===== config.mk =====
export PLATFORM = sky130hd
export DESIGN_NAME = rc4_stream_cipher
export DESIGN_NICKNAME = d
export VERILOG_FILES = /design/src/hw/rtl/rc4_pkg.sv /design/src/hw/rtl/rc4_ram.sv /design/src/hw/rtl/rc4_stream_cipher.sv
export SDC_FILE = /design/constraint.sdc
export NUM_CORES = 2
export LEC_CHECK = 0
export BUFFER_PORTS_ARGS = -buffer_cell sky130_fd_sc_hd__buf_2
export CORE_MARGIN = 1
export CORE_UTILIZATION = 30
export CTS_CLUSTER_SIZE = 28
export DETAILED_ROUTE_END_ITERATION = 16
export GPL_TIMING_DRIVEN = 0
export PLACE_DENSITY = 0.5
export SYNTH_ARGS = -nofsm -noshare
export SYNTH_HDL_FRONTEND = slang
export SYNTH_HIERARCHICAL = 1
export SYNTH_SLANG_ARGS = --single-unit

===== constraint.sdc =====
create_clock -name clk -period 16.6 [get_ports clk]
set_clock_uncertainty 0.2 [all_clocks]
set_input_delay 0.83 -clock clk [delete_from_list [all_inputs] [get_ports clk]]
set_output_delay 0.83 -clock clk [all_outputs]
set_load 0.01 [all_outputs]

===== src/hw/rtl/rc4_pkg.sv =====
// ----------------------------------------------------------------------------
// rc4_pkg
// Types and constants shared by the RC4 engine, its RAM and its checker.
// ----------------------------------------------------------------------------
package rc4_pkg;

  localparam int BYTE_W        = 8;
  localparam int PERM_DEPTH    = 256;
  localparam int CNT_W         = 9;    // key byte count, holds 0..256
  localparam int KEY_DEPTH_DEF = 256;

  typedef logic [1:0]        mode_t;
  typedef logic [BYTE_W-1:0] byte_t;

  localparam mode_t MODE_CLEAR = 2'd0;
  localparam mode_t MODE_KEY   = 2'd1;
  localparam mode_t MODE_DATA  = 2'd2;

  localparam byte_t IDX_I_INIT = 8'h01;
  localparam byte_t IDX_J_INIT = 8'h00;
  localparam byte_t BYTE_MAX   = 8'hFF;

endpackage


===== src/hw/rtl/rc4_ram.sv =====
// ----------------------------------------------------------------------------
// rc4_ram
// Generic single-write, single-read RAM with registered read data.
// ----------------------------------------------------------------------------
module rc4_ram #(
  parameter int WIDTH = rc4_pkg::BYTE_W,
  parameter int DEPTH = rc4_pkg::PERM_DEPTH,
  localparam int AW   = (DEPTH > 1) ? $clog2(DEPTH) : 1
) (
  input  logic             clk,
  input  logic             we,
  input  logic [AW-1:0]    waddr,
  input  logic [WIDTH-1:0] wdata,
  input  logic             re,
  input  logic [AW-1:0]    raddr,
  output logic [WIDTH-1:0] rdata
);

  logic [WIDTH-1:0] mem [DEPTH];

  // read returns old data on a same-address write
  always_ff @(posedge clk) begin
    if (we) begin
      mem[waddr] <= wdata;
    end
    if (re) begin
      rdata <= mem[raddr];
    end
  end

endmodule


===== src/hw/rtl/rc4_stream_cipher.sv =====
// ----------------------------------------------------------------------------
// rc4_stream_cipher
// RC4 engine: key store, key schedule and keystream XOR over one shared
// permutation RAM, run by a small sequencer.
// ----------------------------------------------------------------------------
//
//  channel   ports                                         dir  moves
//  --------  --------------------------------------------  ---  ---------------------
//  in        in_valid in_ready in_mode in_byte_value in_last in   clear / key / data
//  out       out_valid out_ready out_data_out               out  one byte per data req
//
//  A clear request or a key byte without last is done in IDLE; the state stays IDLE.
//  A data byte passes from IDLE through D1, D2 and D3, set by the dependent reads
//  of P[i], P[j] and P[P[i]+P[j]] through the single read port of the permutation RAM.
//  A key byte with last runs the schedule: K0, K1, K2, K3 for each k from 0 to 255.
//  Reset (rst_n low, synchronous) gives identity permutation, i=1, j=0, empty key.
//  A data result waits in the output register; the sequencer holds in its last
//  step only while that register is still full.
//
// ----------------------------------------------------------------------------
module rc4_stream_cipher #(
  parameter int KEY_DEPTH = rc4_pkg::KEY_DEPTH_DEF
) (
  input  logic                clk,
  input  logic                rst_n,
  input  logic                in_valid,
  output logic                in_ready,
  input  rc4_pkg::mode_t      in_mode,
  input  rc4_pkg::byte_t      in_byte_value,
  input  logic                in_last,
  output logic                out_valid,
  input  logic                out_ready,
  output rc4_pkg::byte_t      out_data_out
);

  localparam int KW    = (KEY_DEPTH > 1) ? $clog2(KEY_DEPTH) : 1;
  localparam int PW    = $clog2(rc4_pkg::PERM_DEPTH);
  localparam int CNT_W = rc4_pkg::CNT_W;

  // sequencer states
  localparam logic [2:0] ST_IDLE = 3'd0;
  localparam logic [2:0] ST_D1   = 3'd1;  // P[i] back, read P[j]
  localparam logic [2:0] ST_D2   = 3'd2;  // P[j] back, write P[i], read P[a+b]
  localparam logic [2:0] ST_D3   = 3'd3;  // write P[j], emit result
  localparam logic [2:0] ST_K0   = 3'd4;  // read P[k] and key[pos]
  localparam logic [2:0] ST_K1   = 3'd5;  // acc update, read P[acc]
  localparam logic [2:0] ST_K2   = 3'd6;  // P[k] <= P[acc]
  localparam logic [2:0] ST_K3   = 3'd7;  // P[acc] <= held, step k

  logic [2:0]          state_r, state_nxt;
  rc4_pkg::byte_t      i_r, i_nxt;
  rc4_pkg::byte_t      j_r, j_nxt;
  rc4_pkg::byte_t      a_r, a_nxt;       // P[i] on data path, held P[k] in schedule
  rc4_pkg::byte_t      b_r, b_nxt;
  rc4_pkg::byte_t      t_r, t_nxt;       // keystream address a+b
  rc4_pkg::byte_t      acc_r, acc_nxt;
  rc4_pkg::byte_t      k_r, k_nxt;
  logic [KW-1:0]       pos_r, pos_nxt;
  logic [CNT_W-1:0]    key_count_r, key_count_nxt;
  rc4_pkg::byte_t      data_r, data_nxt;
  logic                out_valid_r, out_valid_nxt;
  rc4_pkg::byte_t      out_data_r, out_data_nxt;

  // permutation RAM, with one valid bit per entry: invalid reads as its index
  logic                        p_we, p_re;
  logic [PW-1:0]               p_waddr, p_raddr;
  rc4_pkg::byte_t              p_wdata, p_rdata;
  logic [rc4_pkg::PERM_DEPTH-1:0] vld_r;
  logic                        vld_q_r;
  logic [PW-1:0]               raddr_q_r;
  logic                        clear_all;
  rc4_pkg::byte_t              rd_eff;

  // key store RAM
  logic                        k_we, k_re;
  logic [KW-1:0]               k_waddr;
  rc4_pkg::byte_t              k_rdata;

  logic                        in_acc;
  logic                        out_free;
  rc4_pkg::byte_t              ks;

  assign in_ready     = (state_r == ST_IDLE);
  assign in_acc       = in_valid && in_ready;
  assign out_free     = !out_valid_r || out_ready;
  assign out_valid    = out_valid_r;
  assign out_data_out = out_data_r;

  assign rd_eff = vld_q_r ? p_rdata : raddr_q_r;

  // keystream byte after the swap: P[j] now holds a, P[i] now holds b
  assign ks = (t_r == j_r) ? a_r : ((t_r == i_r) ? b_r : rd_eff);

  rc4_ram #(
    .WIDTH (rc4_pkg::BYTE_W),
    .DEPTH (rc4_pkg::PERM_DEPTH)
  ) u_perm_ram (
    .clk   (clk),
    .we    (p_we),
    .waddr (p_waddr),
    .wdata (p_wdata),
    .re    (p_re),
    .raddr (p_raddr),
    .rdata (p_rdata)
  );

  rc4_ram #(
    .WIDTH (rc4_pkg::BYTE_W),
    .DEPTH (KEY_DEPTH)
  ) u_key_ram (
    .clk   (clk),
    .we    (k_we),
    .waddr (k_waddr),
    .wdata (in_byte_value),
    .re    (k_re),
    .raddr (pos_r),
    .rdata (k_rdata)
  );

  assign k_waddr = key_count_r[KW-1:0];

  always_comb begin
    state_nxt     = state_r;
    i_nxt         = i_r;
    j_nxt         = j_r;
    a_nxt         = a_r;
    b_nxt         = b_r;
    t_nxt         = t_r;
    acc_nxt       = acc_r;
    k_nxt         = k_r;
    pos_nxt       = pos_r;
    key_count_nxt = key_count_r;
    data_nxt      = data_r;
    out_valid_nxt = out_valid_r && !out_ready;
    out_data_nxt  = out_data_r;
    p_we          = 1'b0;
    p_waddr       = i_r;
    p_wdata       = a_r;
    p_re          = 1'b0;
    p_raddr       = i_r;
    k_we          = 1'b0;
    k_re          = 1'b0;
    clear_all     = 1'b0;

    case (state_r)
      ST_IDLE: begin
        if (in_acc) begin
          case (in_mode)
            rc4_pkg::MODE_CLEAR: begin
              clear_all     = 1'b1;
              i_nxt         = rc4_pkg::IDX_I_INIT;
              j_nxt         = rc4_pkg::IDX_J_INIT;
              key_count_nxt = '0;
            end
            rc4_pkg::MODE_KEY: begin
              if (key_count_r < CNT_W'(KEY_DEPTH)) begin
                k_we          = 1'b1;
                key_count_nxt = key_count_r + CNT_W'(1);
              end
              if (in_last) begin
                // schedule starts from the identity permutation
                clear_all = 1'b1;
                i_nxt     = rc4_pkg::IDX_I_INIT;
                j_nxt     = rc4_pkg::IDX_J_INIT;
                acc_nxt   = '0;
                k_nxt     = '0;
                pos_nxt   = '0;
                state_nxt = ST_K0;
              end
            end
            rc4_pkg::MODE_DATA: begin
              data_nxt  = in_byte_value;
              p_re      = 1'b1;
              p_raddr   = i_r;
              state_nxt = ST_D1;
            end
            default: begin
              // unused mode: no effect
            end
          endcase
        end
      end
      ST_D1: begin
        a_nxt     = rd_eff;
        j_nxt     = j_r + rd_eff;
        p_re      = 1'b1;
        p_raddr   = j_nxt;
        state_nxt = ST_D2;
      end
      ST_D2: begin
        b_nxt     = rd_eff;
        t_nxt     = a_r + rd_eff;
        p_we      = 1'b1;
        p_waddr   = i_r;
        p_wdata   = rd_eff;
        p_re      = 1'b1;
        p_raddr   = t_nxt;
        state_nxt = ST_D3;
      end
      ST_D3: begin
        // RAM read data holds here (no read issued) while the output is full
        if (out_free) begin
          p_we          = 1'b1;
          p_waddr       = j_r;
          p_wdata       = a_r;
          i_nxt         = i_r + 8'd1;
          out_valid_nxt = 1'b1;
          out_data_nxt  = data_r ^ ks;
          state_nxt     = ST_IDLE;
        end
      end
      ST_K0: begin
        p_re      = 1'b1;
        p_raddr   = k_r;
        k_re      = 1'b1;
        state_nxt = ST_K1;
      end
      ST_K1: begin
        a_nxt     = rd_eff;
        acc_nxt   = acc_r + k_rdata + rd_eff;
        p_re      = 1'b1;
        p_raddr   = acc_nxt;
        state_nxt = ST_K2;
      end
      ST_K2: begin
        p_we      = 1'b1;
        p_waddr   = k_r;
        p_wdata   = rd_eff;
        state_nxt = ST_K3;
      end
      ST_K3: begin
        p_we    = 1'b1;
        p_waddr = acc_r;
        p_wdata = a_r;
        k_nxt   = k_r + 8'd1;
        // key bytes taken cyclically over the stored count
        if ((CNT_W'(pos_r) + CNT_W'(1)) >= key_count_r) begin
          pos_nxt = '0;
        end else begin
          pos_nxt = pos_r + KW'(1);
        end
        if (k_r == rc4_pkg::BYTE_MAX) begin
          key_count_nxt = '0;
          state_nxt     = ST_IDLE;
        end else begin
          state_nxt = ST_K0;
        end
      end
      default: begin
        state_nxt = ST_IDLE;
      end
    endcase
  end

  // control state
  always_ff @(posedge clk) begin
    if (!rst_n) begin
      state_r     <= ST_IDLE;
      i_r         <= rc4_pkg::IDX_I_INIT;
      j_r         <= rc4_pkg::IDX_J_INIT;
      key_count_r <= '0;
      out_valid_r <= 1'b0;
      vld_r       <= '0;
    end else begin
      state_r     <= state_nxt;
      i_r         <= i_nxt;
      j_r         <= j_nxt;
      key_count_r <= key_count_nxt;
      out_valid_r <= out_valid_nxt;
      if (clear_all) begin
        vld_r <= '0;
      end else if (p_we) begin
        vld_r[p_waddr] <= 1'b1;
      end
    end
  end

  // payload and working registers
  always_ff @(posedge clk) begin
    a_r        <= a_nxt;
    b_r        <= b_nxt;
    t_r        <= t_nxt;
    acc_r      <= acc_nxt;
    k_r        <= k_nxt;
    pos_r      <= pos_nxt;
    data_r     <= data_nxt;
    out_data_r <= out_data_nxt;
    if (p_re) begin
      vld_q_r   <= vld_r[p_raddr];
      raddr_q_r <= p_raddr;
    end
  end

endmodule


# [Yosys cells after proc, flatten, opt, wreduce, memory -nomap -nowiden]
# Memory sizes are Yosys's and may differ from the RTL's. A register that Yosys moved wholly into a read port is not among the register bits.
# Cells that the tools add are included.
[word_totals] register_bits=358 ram_bits=4096 input_bits=15 wordCells=138 mem_count=2
[memory_table] name="u_key_ram.mem" depth=256 word_bits=8 rd=1 rd_ports_with_merged_regs=1 write_ports=1 line="rc4_ram.sv:19" source="logic [WIDTH-1:0] mem [DEPTH];"
[memory_table] name="u_perm_ram.mem" depth=256 word_bits=8 rd=1 rd_ports_with_merged_regs=1 write_ports=1 line="rc4_ram.sv:19"
[classes] add_sub_neg=9 order_cmp=5 eq_ne=21 muxes=57 bitwise_logic=3 reduce_logical=25
[op_table] operator="$or 256x256->256" n=1
[op_table] operator="$pmux 8 s2" n=7
[op_table] operator="$mux 8" n=13
[op_table] operator="$pmux 9 s2" n=2
[op_table] operator="$add 8x8->8" n=4
[op_table] operator="$pmux 8 s4" n=1
[op_table] operator="$mux 9" n=3
[op_table] operator="$add 8x1->8 const B" n=3
[op_table] operator="$pmux 3 s8" n=1
[op_table] operator="$pmux 8 s3" n=1
[op_table] operator="$mux 1" n=19
[op_table] operator="$lt 8x9->1 const B" n=2
[op_table] operator="$eq 8x8->1" n=2
[op_table] operator="$reduce_and 4->1" n=4
[op_table] operator="$eq 3x3->1 const B" n=4
[op_table] operator="$mux 3" n=4
[op_table] operator="$reduce_and 5->1" n=2
[op_table] operator="$add 8x1->9 const B" n=1
[op_table] operator="$add 9x1->9 const B" n=1
[op_table] operator="$ge 9x9->1" n=1
[op_table] operator="$lt 9x9->1 const B" n=1
[op_table] operator="$bmux 1 s8" n=1
[op_table] operator="$demux 1 s8" n=1
[op_table] operator="$eq 8x8->1 const B" n=1
[op_table] operator="24 further kinds" n=40

# [Longest topological paths before layout]
[depth] ltp_word=9 mapped_depth=23 ltp_nobuf=18

# [Hierarchy]
# Netlist, hierarchy kept.
[modules_own_cells] module="rc4_ram" n_inst=2 cells_per_inst=3733 area_each_um2=79636.4
[modules_own_cells] module="rc4_stream_cipher" n_inst=1 cells_per_inst=1904 area_each_um2=16657.2

# [Least setup slack after synthesis]
# OpenSTA, ideal clock, no wires.
[synth_timing] path_kind="register to register" startpoint="register state_r[0]" endpoint="memory u_perm_ram/mem[0][7] (netlist bit), data pin" setup_time_ps=2188 t_arrival_ps=10776 path_slack_ps=3436 stages_incl_launch_ff=5 cell_sequence="dfxtp_1 buf_4 nand2b_1 clkbuf_1 o21ai_0"
[synth_between] elab_chain_cells=3
[synth_rtl] element="start: declaration" line="rc4_stream_cipher.sv:50" source="logic [2:0] state_r, state_nxt;"
[synth_rtl] element="start signal: assignment" line="rc4_stream_cipher.sv:265" source="state_r <= state_nxt;"
[synth_rtl] element="$eq 3x3->1 or $eq 3x2->1 (tied branches)" line="rc4_stream_cipher.sv:145" source="case (state_r)"
[synth_rtl] element="$reduce_or 2->1 (no source line) *"
[synth_rtl] element="$mux 8 *"
[synth_rtl] element="net p_wdata[7]" line="rc4_stream_cipher.sv:67" source="rc4_pkg::byte_t p_wdata, p_rdata;"
[synth_rtl] element="end: declaration" line="rc4_ram.sv:19"
# The timed path passes the listed nets; every way through them passes the cells marked *.

# [Worst setup path after layout]
[layout_timing] startpoint="register vld_q_r" endpoint="register u_perm_ram.rdata[0] (read register of u_perm_ram.mem), data pin"
[layout_between] elab_chain_cells=3
[layout_rtl] element="start: declaration" line="rc4_stream_cipher.sv:69" source="logic vld_q_r;"
[layout_rtl] element="start signal: assignment" line="rc4_stream_cipher.sv:289" source="vld_q_r <= vld_r[p_raddr];"
[layout_rtl] element="$mux 8 *" line="rc4_stream_cipher.sv:89" source="assign rd_eff = vld_q_r ? p_rdata : raddr_q_r;"
[layout_rtl] element="net rd_eff[1]" line="rc4_stream_cipher.sv:72" source="rc4_pkg::byte_t rd_eff;"
[layout_rtl] element="$add 8x8->8 (on tied branches)" line="rc4_stream_cipher.sv:220, rc4_stream_cipher.sv:185, rc4_stream_cipher.sv:192"
[layout_rtl] element="$pmux 8 s4 *" line="rc4_stream_cipher.sv:145"
[layout_rtl] element="net p_raddr[2]" line="rc4_stream_cipher.sv:66" source="logic [PW-1:0] p_waddr, p_raddr;"
[layout_rtl] element="end: declaration" line="rc4_ram.sv:16" source="output logic [WIDTH-1:0] rdata"
# Marked as above.
# A chain may end at the register's enable or synchronous reset.

==> flow_summary.json <==
{
  "crit_fanout": 15,
  "first_pass_iters": 7,
  "die-area_mm2": 0.590,
  "vias": 98600,
  "overflow": 0,
  "min_path_type": "in2reg",
  "fin_util_pct": 34.7,
  "ys_types": 89,
  "cts_made_buffers": 459,
  "seq_area_frac_synth_pct": 74.7,
  "port_buffers": 24,
  "coreArea_mm2": 0.583,
  "synth_top_area_cell": "edfxtp_1",
  "worstPathArrival_ns": 11.35,
  "post-route-min-period_ns": 10.91,
  "grt_use_total_pct": 19.7,
  "antenna_found_initial": 44,
  "total_leakage_power_uw": 0.0626,
  "clockBufferDepth": 4,
  "synth_top_area_share_pct": 71.4,
  "maxSlewViolCount": 67,
  "ioPinCount": 25,
  "max_freq_mhz": 91.7,
  "initial_core_util_pct": 30.2,
  "failed_checks": "max-capacitance violations, max-slew violations",
  "numClockSinks": 4470,
  "ys_warn_count": 6,
  "cts_tree": "built",
  "fillCellCount": 54400,
  "mostFrequentLayoutCells": "edfxtp_1, mux4_2, nor2_1",
  "synthFlopType": "edfxtp_1",
  "critPathLaunchType": "register",
  "via_per_inst": 5.46,
  "place_congestion": 0.934,
  "layout-drive-gt1-share_pct": 19.5,
  "synth_cells": 9370,
  "dpl.hpwl_mm": 408,
  "hold_viol_final": 0,
  "crit_path_end_kind": "register",
  "slew_headroom_pct": -6.32,
  "routed_wl_mm": 598,
  "worst_slack_ns": 5.69,
  "worstSetupPathType": "reg2reg",
  "syn_area_mm2": 0.176,
  "clkLatencyLatePin_ns": 1.05,
  "async_reset_ff_share_pct": 0,
  "drtAntennaViolNets": 0,
  "synth_seq_cells": 4470,
  "synth_fp_nets": 9428,
  "grt_pass1_wl_mm": 811,
  "std_cell_rows": 280,
  "postCtsSetupRepairBufs": 0,
  "die_x_um": 768,
  "grt_max_degree": 153,
  "clkTransAtPathRegs_ns": 0.06,
  "fp.dieH_um": 768,
  "cts_root_buf": "clkbuf_16",
  "drc": 0,
  "worst-endpoint-required_ns": 17.04,
  "cap_violations": 8,
  "worst_pin_slew_ns": 1.59,
  "drt-initial-drc-count": 12900,
  "peakVddDrop_mv": 0.106,
  "power_density_mw_per_mm2": 150,
  "synth_area_leaders": "edfxtp_1, mux4_2, dfxtp_1, nor2_1, mux2i_1",
  "status": "finished with violations",
  "timing.final.crit_share_pct": 65.7,
  "wire_per_inst_um": 33.1,
  "grt_pass1_vias": 97700,
  "synth_edf_count": 4185,
  "htreeDepth": 5,
  "layout.nets": 9972,
  "setup_viol_count_final": 0,
  "layout_commonest_cell": "edfxtp_1",
  "post-place-ws_ns": 5.84,
  "avgSynthCellArea_um2": 18.8,
  "area_delta_synth_final_pct": 15.0,
  "rsz0062_at_grt": "no"
}
-- cells by family (layout without fill, tap and decap cells) --
logic type                 after synthesis  after routing  share of synthesized area, %
DFF                                   4470           4470                          74.7
and+or+nand+nor                       1604           1604                          4.05
AOI/OAI and AO/OA                     1310           1310                          4.98
muxes                                 1239           1239                          13.6
buffers and inverters                  638           1566                          2.06
xor gates and xnor gates                66             66                         0.329
adders and majority gates               43             43                         0.348
other                                    0              8                             0
-- Yosys cell counts (54+ instances only) --
master    instances
edfxtp_1       4185
o221ai_1         94
a211oi_1         64
mux2i_1         309
nand3_1         104
buf_4            57
dfxtp_1         285
a21oi_1         518
o21ai_0          54
mux4_2          908
a22oi_1         270
o22ai_1          58
nor2b_1          86
nor2_1          905
buf_2            88
nor3_1           64
clkbuf_1        318
nand2_1         208
-- metrics by stage --
step	instances	power, uW	hold slack, ns	cell area (um2)	setup TNS [ns]
after floorplan	9370	16900	0.229	176000	0
after global placement	17100	20200	0.238	186000	-5230.34
after detailed placement	17200	20200	0.245	187000	0
after CTS	18100	30400	0.0109	202000	0
after global routing	18100	31000	0.0583	202000	0
final	18100	30300	0.0725	202000	0
-- layer usage --
layer | share of wire, % | vias up | track usage (%)
met4 | 5.9 | 28 | 9.89
met1 | 39 | 53100 | 25.4
met3 | 8.5 | 1179 | 3.99
li1 | - | 39300 | -
met5 | 0.030 | - | 0
met2 | 46 | 5020 | 31.5
-- area by class of cell --
class                           count  area [um2]  area share (%)
Sequential cell                  4470      131000            65.0
Multi-Input combinational cell   4262       41200            20.4
Clock buffer                      545       11900            5.88
Tap cell                         7755        9700            4.80
Buffer                            602        3540            1.75
Clock inverter                    300        2990            1.48
Timing Repair Buffer               83        1410           0.695
Inverter                           36         135          0.0668
Antenna cell                        8        20.0         0.00990
-- repair_timing --
action / in CTS / in global routing
gates resized for setup: 0 / 0
endpoints found under the hold margin: 14 / 0
hold buffers: 3 / 0
-- flip-flops by register name, indices dropped and copies added, names as in the netlist --
| register | count |
|---|---|
| i_r | 8 |
| t_r | 8 |
| vld_q_r | 1 |
| b_r | 8 |
| acc_r | 8 |
| a_r | 8 |
| key_count_r | 9 |
| u_key_ram/rdata | 8 |
| pos_r | 8 |
| u_key_ram/mem | 2048 |
| vld_r | 256 |
| data_r | 8 |
| out_data_out | 8 |
| out_valid | 1 |
| u_perm_ram/rdata | 8 |
| u_perm_ram/mem | 2048 |
| raddr_q_r | 8 |
| j_r | 8 |
| state_r | 3 |
| k_r | 8 |
-- worst paths after layout --
| check | startpoint | end | slack [ns] | depth (start not counted) |
|---|---|---|---|---|
| worst min register to register | vld_r[154] | vld_r[154] | 0.26 | 2 |
| worst max register to register | vld_q_r | u_perm_ram/rdata[0] | 5.69 | 18 |
| worst max-delay path | vld_q_r | u_perm_ram/rdata[0] | 5.69 | 18 |
| worst min-delay path | in_byte_value[0] | u_key_ram/mem[80][0] | 0.07 | 1 |
-- power breakdown --
part	switching [uW]	internal (uW)
Sequential	39.0	12800
Clock	4450	5830
Combinational	4940	2270
Total	9430	20900
-- critical path, stage by stage, from the launching register on --
cell      delay (ns)
edfxtp_1        0.31
buf_2           0.23
mux2i_1         0.98
inv_1           0.43
fa_1            0.54
xor2_1          0.26
mux2i_1         0.12
a221oi_1        0.88
buf_2           0.44
clkbuf_1        0.59
buf_2           0.63
buf_2           0.64
and2_1          0.22
buf_1           0.73
clkbuf_1        1.13
a22oi_1         0.30
a21oi_1         0.49
nor4_2          0.23
nor4_2          1.08
Power figures use the tool's default switching activity.
